<file path="src/design/lsss_pkg.sv">
// lsss_pkg: shared types, codes and constants for the link session supervisor
// no dependencies; imported by link_session_state_supervisor

package lsss_pkg;

  localparam int LIMIT_WIDTH_DEFAULT = 16;
  localparam int CONNECTING_LIMIT_RESET = 5000;
  localparam int REGISTERING_LIMIT_RESET = 5000;
  localparam int STREAMING_LIMIT_RESET = 10000;
  localparam int CFG_INDEX_WIDTH = 4;

  typedef enum logic [2:0] {
    ST_DISCONNECTED = 3'd0,
    ST_CONNECTING   = 3'd1,
    ST_CONNECTED    = 3'd2,
    ST_REGISTERING  = 3'd3,
    ST_STREAMING    = 3'd4,
    ST_ERROR        = 3'd5
  } session_e;

  typedef enum logic [2:0] {
    KIND_REQUEST = 3'd0,
    KIND_TICK    = 3'd1,
    KIND_START   = 3'd2,
    KIND_STOP    = 3'd3,
    KIND_RESET   = 3'd4
  } kind_e;

  localparam logic [CFG_INDEX_WIDTH-1:0] CFG_CONNECTING_LIMIT  = CFG_INDEX_WIDTH'(0);
  localparam logic [CFG_INDEX_WIDTH-1:0] CFG_REGISTERING_LIMIT = CFG_INDEX_WIDTH'(1);
  localparam logic [CFG_INDEX_WIDTH-1:0] CFG_STREAMING_LIMIT   = CFG_INDEX_WIDTH'(2);

  typedef struct packed {
    logic       accepted;
    logic       invalid_request;
    logic       not_running_reject;
    logic [2:0] state_now;
    logic [2:0] state_before;
    logic       changed;
    logic       entered_pulse;
    logic       timed_out;
    logic [2:0] timeout_state;
    logic       running_now;
  } result_t;

  // legal transition table; a request for the current state is always legal
  function automatic logic is_legal(input logic [2:0] from, input logic [2:0] to);
    logic ok;
    ok = 1'b0;
    if (from == to) begin
      ok = 1'b1;
    end else begin
      case (from)
        ST_DISCONNECTED: ok = (to == ST_CONNECTING);
        ST_CONNECTING:   ok = (to == ST_CONNECTED) || (to == ST_DISCONNECTED) ||
                              (to == ST_ERROR);
        ST_CONNECTED:    ok = (to == ST_REGISTERING) || (to == ST_DISCONNECTED) ||
                              (to == ST_ERROR);
        ST_REGISTERING:  ok = (to == ST_STREAMING) || (to == ST_CONNECTED) ||
                              (to == ST_DISCONNECTED) || (to == ST_ERROR);
        ST_STREAMING:    ok = (to == ST_CONNECTED) || (to == ST_DISCONNECTED) ||
                              (to == ST_ERROR);
        ST_ERROR:        ok = (to == ST_DISCONNECTED);
        default:         ok = 1'b0;
      endcase
    end
    return ok;
  endfunction

endpackage

</file>
<file path="src/design/link_session_state_supervisor.sv">
// link_session_state_supervisor: session state machine with per-state watchdog
// depends on lsss_pkg for state and kind codes, the transition table and result_t
//
// usage:
//   input channel (in_valid_i / in_stall_o) carries one event beat: kind_i and
//   target_state_i. every event produces exactly one result beat on the output
//   channel (out_valid_o / out_stall_i) with the flags and states of that event.
//   the config channel (cfg_valid_i / cfg_ready_o) writes the watchdog limits of
//   Connecting, Registering and Streaming by index 0, 1, 2; it is always ready.
//   throughput: one event per cycle while in_stall_o is low; the state update
//   and watchdog compare sit between the event and the result register, with
//   one add and one compare.
//   a skid register behind the result register keeps the input side taking
//   events while a result waits; in_stall_o rises only once both are full,
//   and it comes from a register, not from out_stall_i.
//   reset: state Disconnected, stopped, watchdog idle, limits 5000/5000/10000,
//   both result registers empty.

module link_session_state_supervisor
  import lsss_pkg::*;
#(
  parameter int LIMIT_WIDTH = LIMIT_WIDTH_DEFAULT
) (
  input  logic                       clk_i,
  input  logic                       rst_ni,
  input  logic                       in_valid_i,
  output logic                       in_stall_o,
  input  logic [2:0]                 kind_i,
  input  logic [2:0]                 target_state_i,
  output logic                       out_valid_o,
  input  logic                       out_stall_i,
  output logic                       accepted_o,
  output logic                       invalid_request_o,
  output logic                       not_running_reject_o,
  output logic [2:0]                 state_now_o,
  output logic [2:0]                 state_before_o,
  output logic                       changed_o,
  output logic                       entered_pulse_o,
  output logic                       timed_out_o,
  output logic [2:0]                 timeout_state_o,
  output logic                       running_now_o,
  input  logic                       cfg_valid_i,
  output logic                       cfg_ready_o,
  input  logic [CFG_INDEX_WIDTH-1:0] cfg_index_i,
  input  logic [LIMIT_WIDTH-1:0]     cfg_data_i
);

  localparam logic [LIMIT_WIDTH-1:0] ConnRst = LIMIT_WIDTH'(CONNECTING_LIMIT_RESET);
  localparam logic [LIMIT_WIDTH-1:0] RegRst = LIMIT_WIDTH'(REGISTERING_LIMIT_RESET);
  localparam logic [LIMIT_WIDTH-1:0] StrmRst = LIMIT_WIDTH'(STREAMING_LIMIT_RESET);

  logic [LIMIT_WIDTH-1:0] conn_limit_q, reg_limit_q, strm_limit_q;
  logic [2:0]             state_q, state_d;
  logic                   running_q, running_d;
  logic                   armed_q, armed_d;
  logic [LIMIT_WIDTH-1:0] elapsed_q, elapsed_d;

  result_t res;
  result_t out_q, skid_q;
  logic    out_valid_q, skid_valid_q;
  logic    in_fire, out_fire, cfg_fire;

  assign in_stall_o  = skid_valid_q;
  assign in_fire     = in_valid_i && !skid_valid_q;
  assign out_fire    = out_valid_q && !out_stall_i;
  assign cfg_ready_o = 1'b1;
  assign cfg_fire    = cfg_valid_i;

  function automatic logic [LIMIT_WIDTH-1:0] limit_of(
    input logic [2:0]             st,
    input logic [LIMIT_WIDTH-1:0] conn,
    input logic [LIMIT_WIDTH-1:0] regs,
    input logic [LIMIT_WIDTH-1:0] strm
  );
    logic [LIMIT_WIDTH-1:0] lim;
    case (st)
      ST_CONNECTING:  lim = conn;
      ST_REGISTERING: lim = regs;
      ST_STREAMING:   lim = strm;
      default:        lim = '0;
    endcase
    return lim;
  endfunction

  // config registers
  always_ff @(posedge clk_i or negedge rst_ni) begin
    if (!rst_ni) begin
      conn_limit_q <= ConnRst;
      reg_limit_q  <= RegRst;
      strm_limit_q <= StrmRst;
    end else if (cfg_fire) begin
      case (cfg_index_i)
        CFG_CONNECTING_LIMIT:  conn_limit_q <= cfg_data_i;
        CFG_REGISTERING_LIMIT: reg_limit_q  <= cfg_data_i;
        CFG_STREAMING_LIMIT:   strm_limit_q <= cfg_data_i;
        default: ;
      endcase
    end
  end

  // next state and result for the incoming beat
  always_comb begin
    logic [LIMIT_WIDTH-1:0] cur_lim;
    logic [LIMIT_WIDTH-1:0] tgt_lim;
    logic [LIMIT_WIDTH:0]   next_cnt;
    state_d   = state_q;
    running_d = running_q;
    armed_d   = armed_q;
    elapsed_d = elapsed_q;
    res       = '0;
    cur_lim   = limit_of(state_q, conn_limit_q, reg_limit_q, strm_limit_q);
    tgt_lim   = limit_of(target_state_i, conn_limit_q, reg_limit_q, strm_limit_q);
    next_cnt  = {1'b0, elapsed_q} + (LIMIT_WIDTH+1)'(1);

    case (kind_e'(kind_i))
      KIND_REQUEST: begin
        if (!running_q) begin
          res.not_running_reject = 1'b1;
        end else if (!is_legal(state_q, target_state_i)) begin
          res.invalid_request = 1'b1;
        end else begin
          res.accepted = 1'b1;
          if (target_state_i != state_q) begin
            state_d           = target_state_i;
            elapsed_d         = '0;
            armed_d           = (tgt_lim != '0);
            res.changed       = 1'b1;
            res.entered_pulse = 1'b1;
          end
        end
      end
      KIND_TICK: begin
        if (armed_q) begin
          if (next_cnt >= {1'b0, cur_lim}) begin
            elapsed_d         = cur_lim;
            armed_d           = 1'b0;
            res.timed_out     = 1'b1;
            res.timeout_state = state_q;
            // Error itself never arms, so entering it leaves the watchdog idle
            if (state_q != ST_DISCONNECTED && state_q != ST_ERROR && running_q &&
                is_legal(state_q, ST_ERROR)) begin
              state_d           = ST_ERROR;
              elapsed_d         = '0;
              res.changed       = 1'b1;
              res.entered_pulse = 1'b1;
            end
          end else begin
            elapsed_d = next_cnt[LIMIT_WIDTH-1:0];
          end
        end
      end
      KIND_START: begin
        if (!running_q) begin
          running_d         = 1'b1;
          state_d           = ST_DISCONNECTED;
          res.entered_pulse = 1'b1;
        end
      end
      KIND_STOP: begin
        if (running_q) begin
          armed_d   = 1'b0;
          running_d = 1'b0;
          state_d   = ST_DISCONNECTED;
        end
      end
      KIND_RESET: begin
        armed_d = 1'b0;
        if (state_q != ST_DISCONNECTED) begin
          state_d           = ST_DISCONNECTED;
          res.changed       = 1'b1;
          res.entered_pulse = 1'b1;
        end
      end
      default: ;
    endcase

    res.state_now    = state_d;
    res.state_before = state_q;
    res.running_now  = running_d;
  end

  always_ff @(posedge clk_i or negedge rst_ni) begin
    if (!rst_ni) begin
      state_q   <= ST_DISCONNECTED;
      running_q <= 1'b0;
      armed_q   <= 1'b0;
      elapsed_q <= '0;
    end else if (in_fire) begin
      state_q   <= state_d;
      running_q <= running_d;
      armed_q   <= armed_d;
      elapsed_q <= elapsed_d;
    end
  end

  // result register with skid stage behind it
  always_ff @(posedge clk_i or negedge rst_ni) begin
    if (!rst_ni) begin
      out_valid_q  <= 1'b0;
      skid_valid_q <= 1'b0;
    end else if (skid_valid_q) begin
      if (out_fire) begin
        skid_valid_q <= 1'b0;
      end
    end else if (in_fire) begin
      if (!out_valid_q || out_fire) begin
        out_valid_q <= 1'b1;
      end else begin
        skid_valid_q <= 1'b1;
      end
    end else if (out_fire) begin
      out_valid_q <= 1'b0;
    end
  end

  always_ff @(posedge clk_i) begin
    if (skid_valid_q) begin
      if (out_fire) begin
        out_q <= skid_q;
      end
    end else if (in_fire) begin
      if (!out_valid_q || out_fire) begin
        out_q <= res;
      end else begin
        skid_q <= res;
      end
    end
  end

  assign out_valid_o          = out_valid_q;
  assign accepted_o           = out_q.accepted;
  assign invalid_request_o    = out_q.invalid_request;
  assign not_running_reject_o = out_q.not_running_reject;
  assign state_now_o          = out_q.state_now;
  assign state_before_o       = out_q.state_before;
  assign changed_o            = out_q.changed;
  assign entered_pulse_o      = out_q.entered_pulse;
  assign timed_out_o          = out_q.timed_out;
  assign timeout_state_o      = out_q.timeout_state;
  assign running_now_o        = out_q.running_now;

  // skid entry only ever sits behind a full result register
  a_skid_behind_out: assert property (@(posedge clk_i) disable iff (!rst_ni)
    skid_valid_q |-> out_valid_q)
    else $error("skid register full while result register empty");

  // the watchdog only runs in a supervised state of a started session
  a_armed_state: assert property (@(posedge clk_i) disable iff (!rst_ni)
    armed_q |-> (running_q && (state_q == ST_CONNECTING ||
                 state_q == ST_REGISTERING || state_q == ST_STREAMING)))
    else $error("watchdog armed outside a supervised state");

  // a stopped session always rests in Disconnected
  a_stopped_disc: assert property (@(posedge clk_i) disable iff (!rst_ni)
    !running_q |-> (state_q == ST_DISCONNECTED))
    else $error("stopped session not in Disconnected");

  // every taken beat leaves a result behind
  a_beat_result: assert property (@(posedge clk_i) disable iff (!rst_ni)
    in_fire |=> out_valid_q)
    else $error("event taken without a result");

  // a beat that is taken reports the state it saw
  a_before_matches: assert property (@(posedge clk_i) disable iff (!rst_ni)
    (in_fire && !out_valid_q) |=> (out_q.state_before == $past(state_q)))
    else $error("result state_before does not match prior state");

endmodule
</file>
<file path="config.mk">
export PLATFORM = sky130hd
export DESIGN_NAME = link_session_state_supervisor
export DESIGN_NICKNAME = d
export VERILOG_FILES = /design/src/design/lsss_pkg.sv /design/src/design/link_session_state_supervisor.sv
export SDC_FILE = /design/constraint.sdc
export NUM_CORES = 1
export LEC_CHECK = 0
export ABC_AREA = 1
export ABC_CLOCK_PERIOD_IN_PS = 3500
export BUFFER_PORTS_ARGS = -buffer_cell sky130_fd_sc_hd__buf_4
export CORE_ASPECT_RATIO = 1.25
export CORE_UTILIZATION = 50
export CTS_CLUSTER_DIAMETER = 30
export DETAILED_ROUTE_END_ITERATION = 12
export PLACE_DENSITY_LB_ADDON = 0.1
export SKIP_CTS_REPAIR_TIMING = 1
export SLEW_MARGIN = 20
export SYNTH_ARGS = -nofsm -noshare
export SYNTH_HDL_FRONTEND = slang
export SYNTH_SLANG_ARGS = --single-unit
</file>
<file path="constraint.sdc">
create_clock -name clk_i -period 3.5 [get_ports clk_i]
set_input_delay 0.525 -clock clk_i [delete_from_list [all_inputs] [get_ports clk_i]]
set_output_delay 0.525 -clock clk_i [all_outputs]
set_load 0.02 [all_outputs]
</file>
==> key figures <==
Clock network
  • Clock transition at path regs: 70 ps
  • CTS tree: done
  • Clock Latency Late Sink: 350 ps
  • H-tree depth: 3
  • CTS sink cnt: 103
  • Num CTS Buffers: 9
  • CTS Buffer Depth: 2
  • Root Buffer: clkbuf_16

Detailed routing
  • DRT iter0 DRCs: 280
  • Met2 routed WL: 6553 µm
  • Via density: 5.342
  • Post-DRT Antenna Nets: 0
  • Met3 Routed Length: 510 µm
  • Wire per inst: 14.83 µm
  • Max Used Layer: met4
  • # DRC: 0
  • Via count: 5,000
  • Drt pass-1 iters: 6
  • Routed length on met1: 6312 µm
  • Routed WL: 13,880 µm

Yosys
  • Post-synth top area share: 0.2360
  • FF+latch count, synth: 103
  • Synth top area cells: dfrtp_1 24%, edfxtp_1 16%, nand2_1 9.7%
  • Post-Syn Area: 5937 µm²
  • Top cell type by total area after synthesis: dfrtp_1
  • Main synth FF type: dfrtp_1
  • Async set or reset register ratio after synthesis: 0.6893
  • Post-Syn Nets: 756
  • Most common library cells after synthesis: 154 x nand2_1, 91 x inv_1, 81 x o21ai_0
  • Yosys warnings: 0
  • Unique masters post-synth: 46
  • Cell count after synthesis: 708
  • Sequential area share after synthesis: 0.4643
  • Count leader, synth: nand2_1
  • Synthesized area per cell: 8.386 µm²
  • EDFF count, synth: 32

GRT
  • Vias in the first global route: 4,843
  • GRT Residual Overflow: 0
  • Global Route Usage Sum: 0.2436
  • Pin count of the biggest net entering global routing: 72
  • Initial antenna violation count: 0
  • First-pass GRT wire length: 23,470 µm

Placement
  • Placed cell area: 6536 µm²
  • I/O Buffers: 48
  • GPL Wtd Cong: 0.8996
  • HPWL Detailed: 10,420 µm

Setup path
  • CP Data Arrival Time: 3440 ps
  • Critical path type: flip-flop to flip-flop
  • CP startpoint: state_q[1]
  • RR Startpoint: state_q[1]
  • Worst reg2reg endpoint: skid_q[2]
  • Critical Path RT: 3630 ps
  • R2r setup slk: 190 ps
  • CP top delay family: simple AND/OR/NAND/NOR gates
  • Critical path endpoint category: flip-flop
  • R2r worst-path depth: 14
  • Critical-path maximum fanout: 13
  • Crit path depth: 14
  • CP bufs+invs: 4
  • Worst setup SP type: flip-flop
  • Slowest stage cell, crit path: dfrtp_2
  • CP cell instances: nor2_4 -> nand2_2 -> inv_2 -> a221oi_1 -> buf_4 -> ha_1 -> nand2_1 -> nor3_1 -> nor3b_1 -> nand4_1 -> nand3_4 -> buf_4 -> inv_1 -> nor4_1
  • Max incr delay on CP: 480 ps
  • Worst path most repeated cell: buf_4
  • Critical path endpoint: skid_q[2]

Power and ir drop
  • Clock power share: 0.171
  • Peak supply drop: 0.3549 mV
  • Gate power share: 0.533
  • Net Sw Power: 2.779 mW
  • Flop pwr share: 0.296
  • Static leakage: 3.239 nW
  • Internal power: 3.639 mW
  • Switching Fraction: 0.4330
  • Power density over the cells: 926.3 nW/µm²

Timing
  • Crit path time final: 3306 ps
  • Relative slew slack: 0.3816
  • Hold Slack: 315.0 ps
  • Setup-failing EPs final: 0
  • Max Fclk: 302.5 MHz
  • Worst Clk Skew: 7.936 ps
  • Count of pins over their slew limit: 0
  • Setup TNS: 0 ps
  • Final Cycle Share: 0.9447
  • Final Hold Viols: 0
  • RSZ-0062 raised after global routing: yes
  • Worst Max-Slew Pin Slew: 927.7 ps

Cells and area
  • Nets: 818
  • Share of cells above drive strength 1: 0.2206
  • Final instance area: 6928 µm²
  • Fill cell count: 1,042
  • Area Growth Syn to Fin: 16.69%
  • N_diodes: 0
  • Post-layout util: 0.5964

Die
  • Initial Util: 0.5111
  • Num rows: 44
  • Core area: 11,620 µm²
  • # IOs: 50
  • Die width: 99.47 µm
  • Die H: 123.8 µm
  • Die Area: 12,320 µm²

Status
  • Outcome: complete, no violations

Job
  • Max Cap Violations: 0

Hold path
  • Hold/Removal Path Class: input pin to asynchronous set/reset pin
[placed cells by master (no fill, tap or decap), types with 17 or more instances in the layout]
master and n:
a21oi_1 22, buf_4 74, dfrtp_1 55, edfxtp_1 32, inv_1 91, nand2_1 153, nand3_1 26, nand4_1 17
nor2_1 35, o21ai_0 81, o21ai_1 25
[per-stage QoR]
stage / std cells / total power, mW / worst slack [ps]
6_report: 936 / 6.417 / 193.7
5_1_grt: 936 / 6.898 / -48.75
4_1_cts: 934 / 6.295 / 145.5
3_5_place_dp: 918 / 5.190 / 157.1
3_3_place_gp: 918 / 5.102 / 308.6
2_1_floorplan: 708 / 4.290 / 586.4
[area by class of cell]
type,count,area [µm²],share of cell area
Clock buffer,10,229.0,0.03305
Clock inverter,6,92.59,0.01336
Tap cell,161,201.4,0.02908
Sequential cell,103,2758,0.3980
Multi-Input combinational cell,473,2670,0.3854
Inverter,108,410.4,0.05924
Timing Repair Buffer,75,566.8,0.08181
[layer usage]
| metal | global-route usage | up-vias |
|---|---|---|
| met1 | 0.3203 | 2345 |
| met4 | 0.1241 | 0 |
| met3 | 0.03591 | 32 |
| li1 | - | 2495 |
| met5 | 0 | - |
| met2 | 0.3945 | 128 |
[worst min-delay path by stage]
stage | startpoint | end
6_report | rst_ni | elapsed_q[6]
5_1_grt | rst_ni | elapsed_q[6]
4_1_cts | rst_ni | elapsed_q[6]
3_5_place_dp | reg_limit_q[5] | reg_limit_q[5]
3_3_place_gp | reg_limit_q[0] | reg_limit_q[0]
2_1_floorplan | rst_ni | armed_q
[cells by family after synthesis]
logic type,Yosys count,share of synthesized area
and+or+nand+nor,281,0.2261
AOI/OAI and AO/OA,162,0.1610
buffers and inverters,132,0.09441
DFF,103,0.4643
adders and majority gates,17,0.03583
xor gates and xnor gates,12,0.01770
other,1,0.0006316
[power by group through the flow]
stage                     combinational [mW]  clock, mW  sequential (mW)
final                                   3.42       1.10             1.90
after global placement                  3.20          0             1.91
after floorplan                         2.33          0             1.96
after detailed placement                3.28          0             1.91
after CTS                               3.28       1.12             1.90
after global routing                    3.80       1.16             1.94
[sequential cells by signal (all words and copies together) (netlist names), 3 cells and up]
name,cells
conn_limit_q,16
elapsed_q,16
reg_limit_q,16
skid_q,16
state_before_o,3
state_now_o,3
state_q,3
strm_limit_q,16
timeout_state_o,3
(Power assumes the default switching activity.)
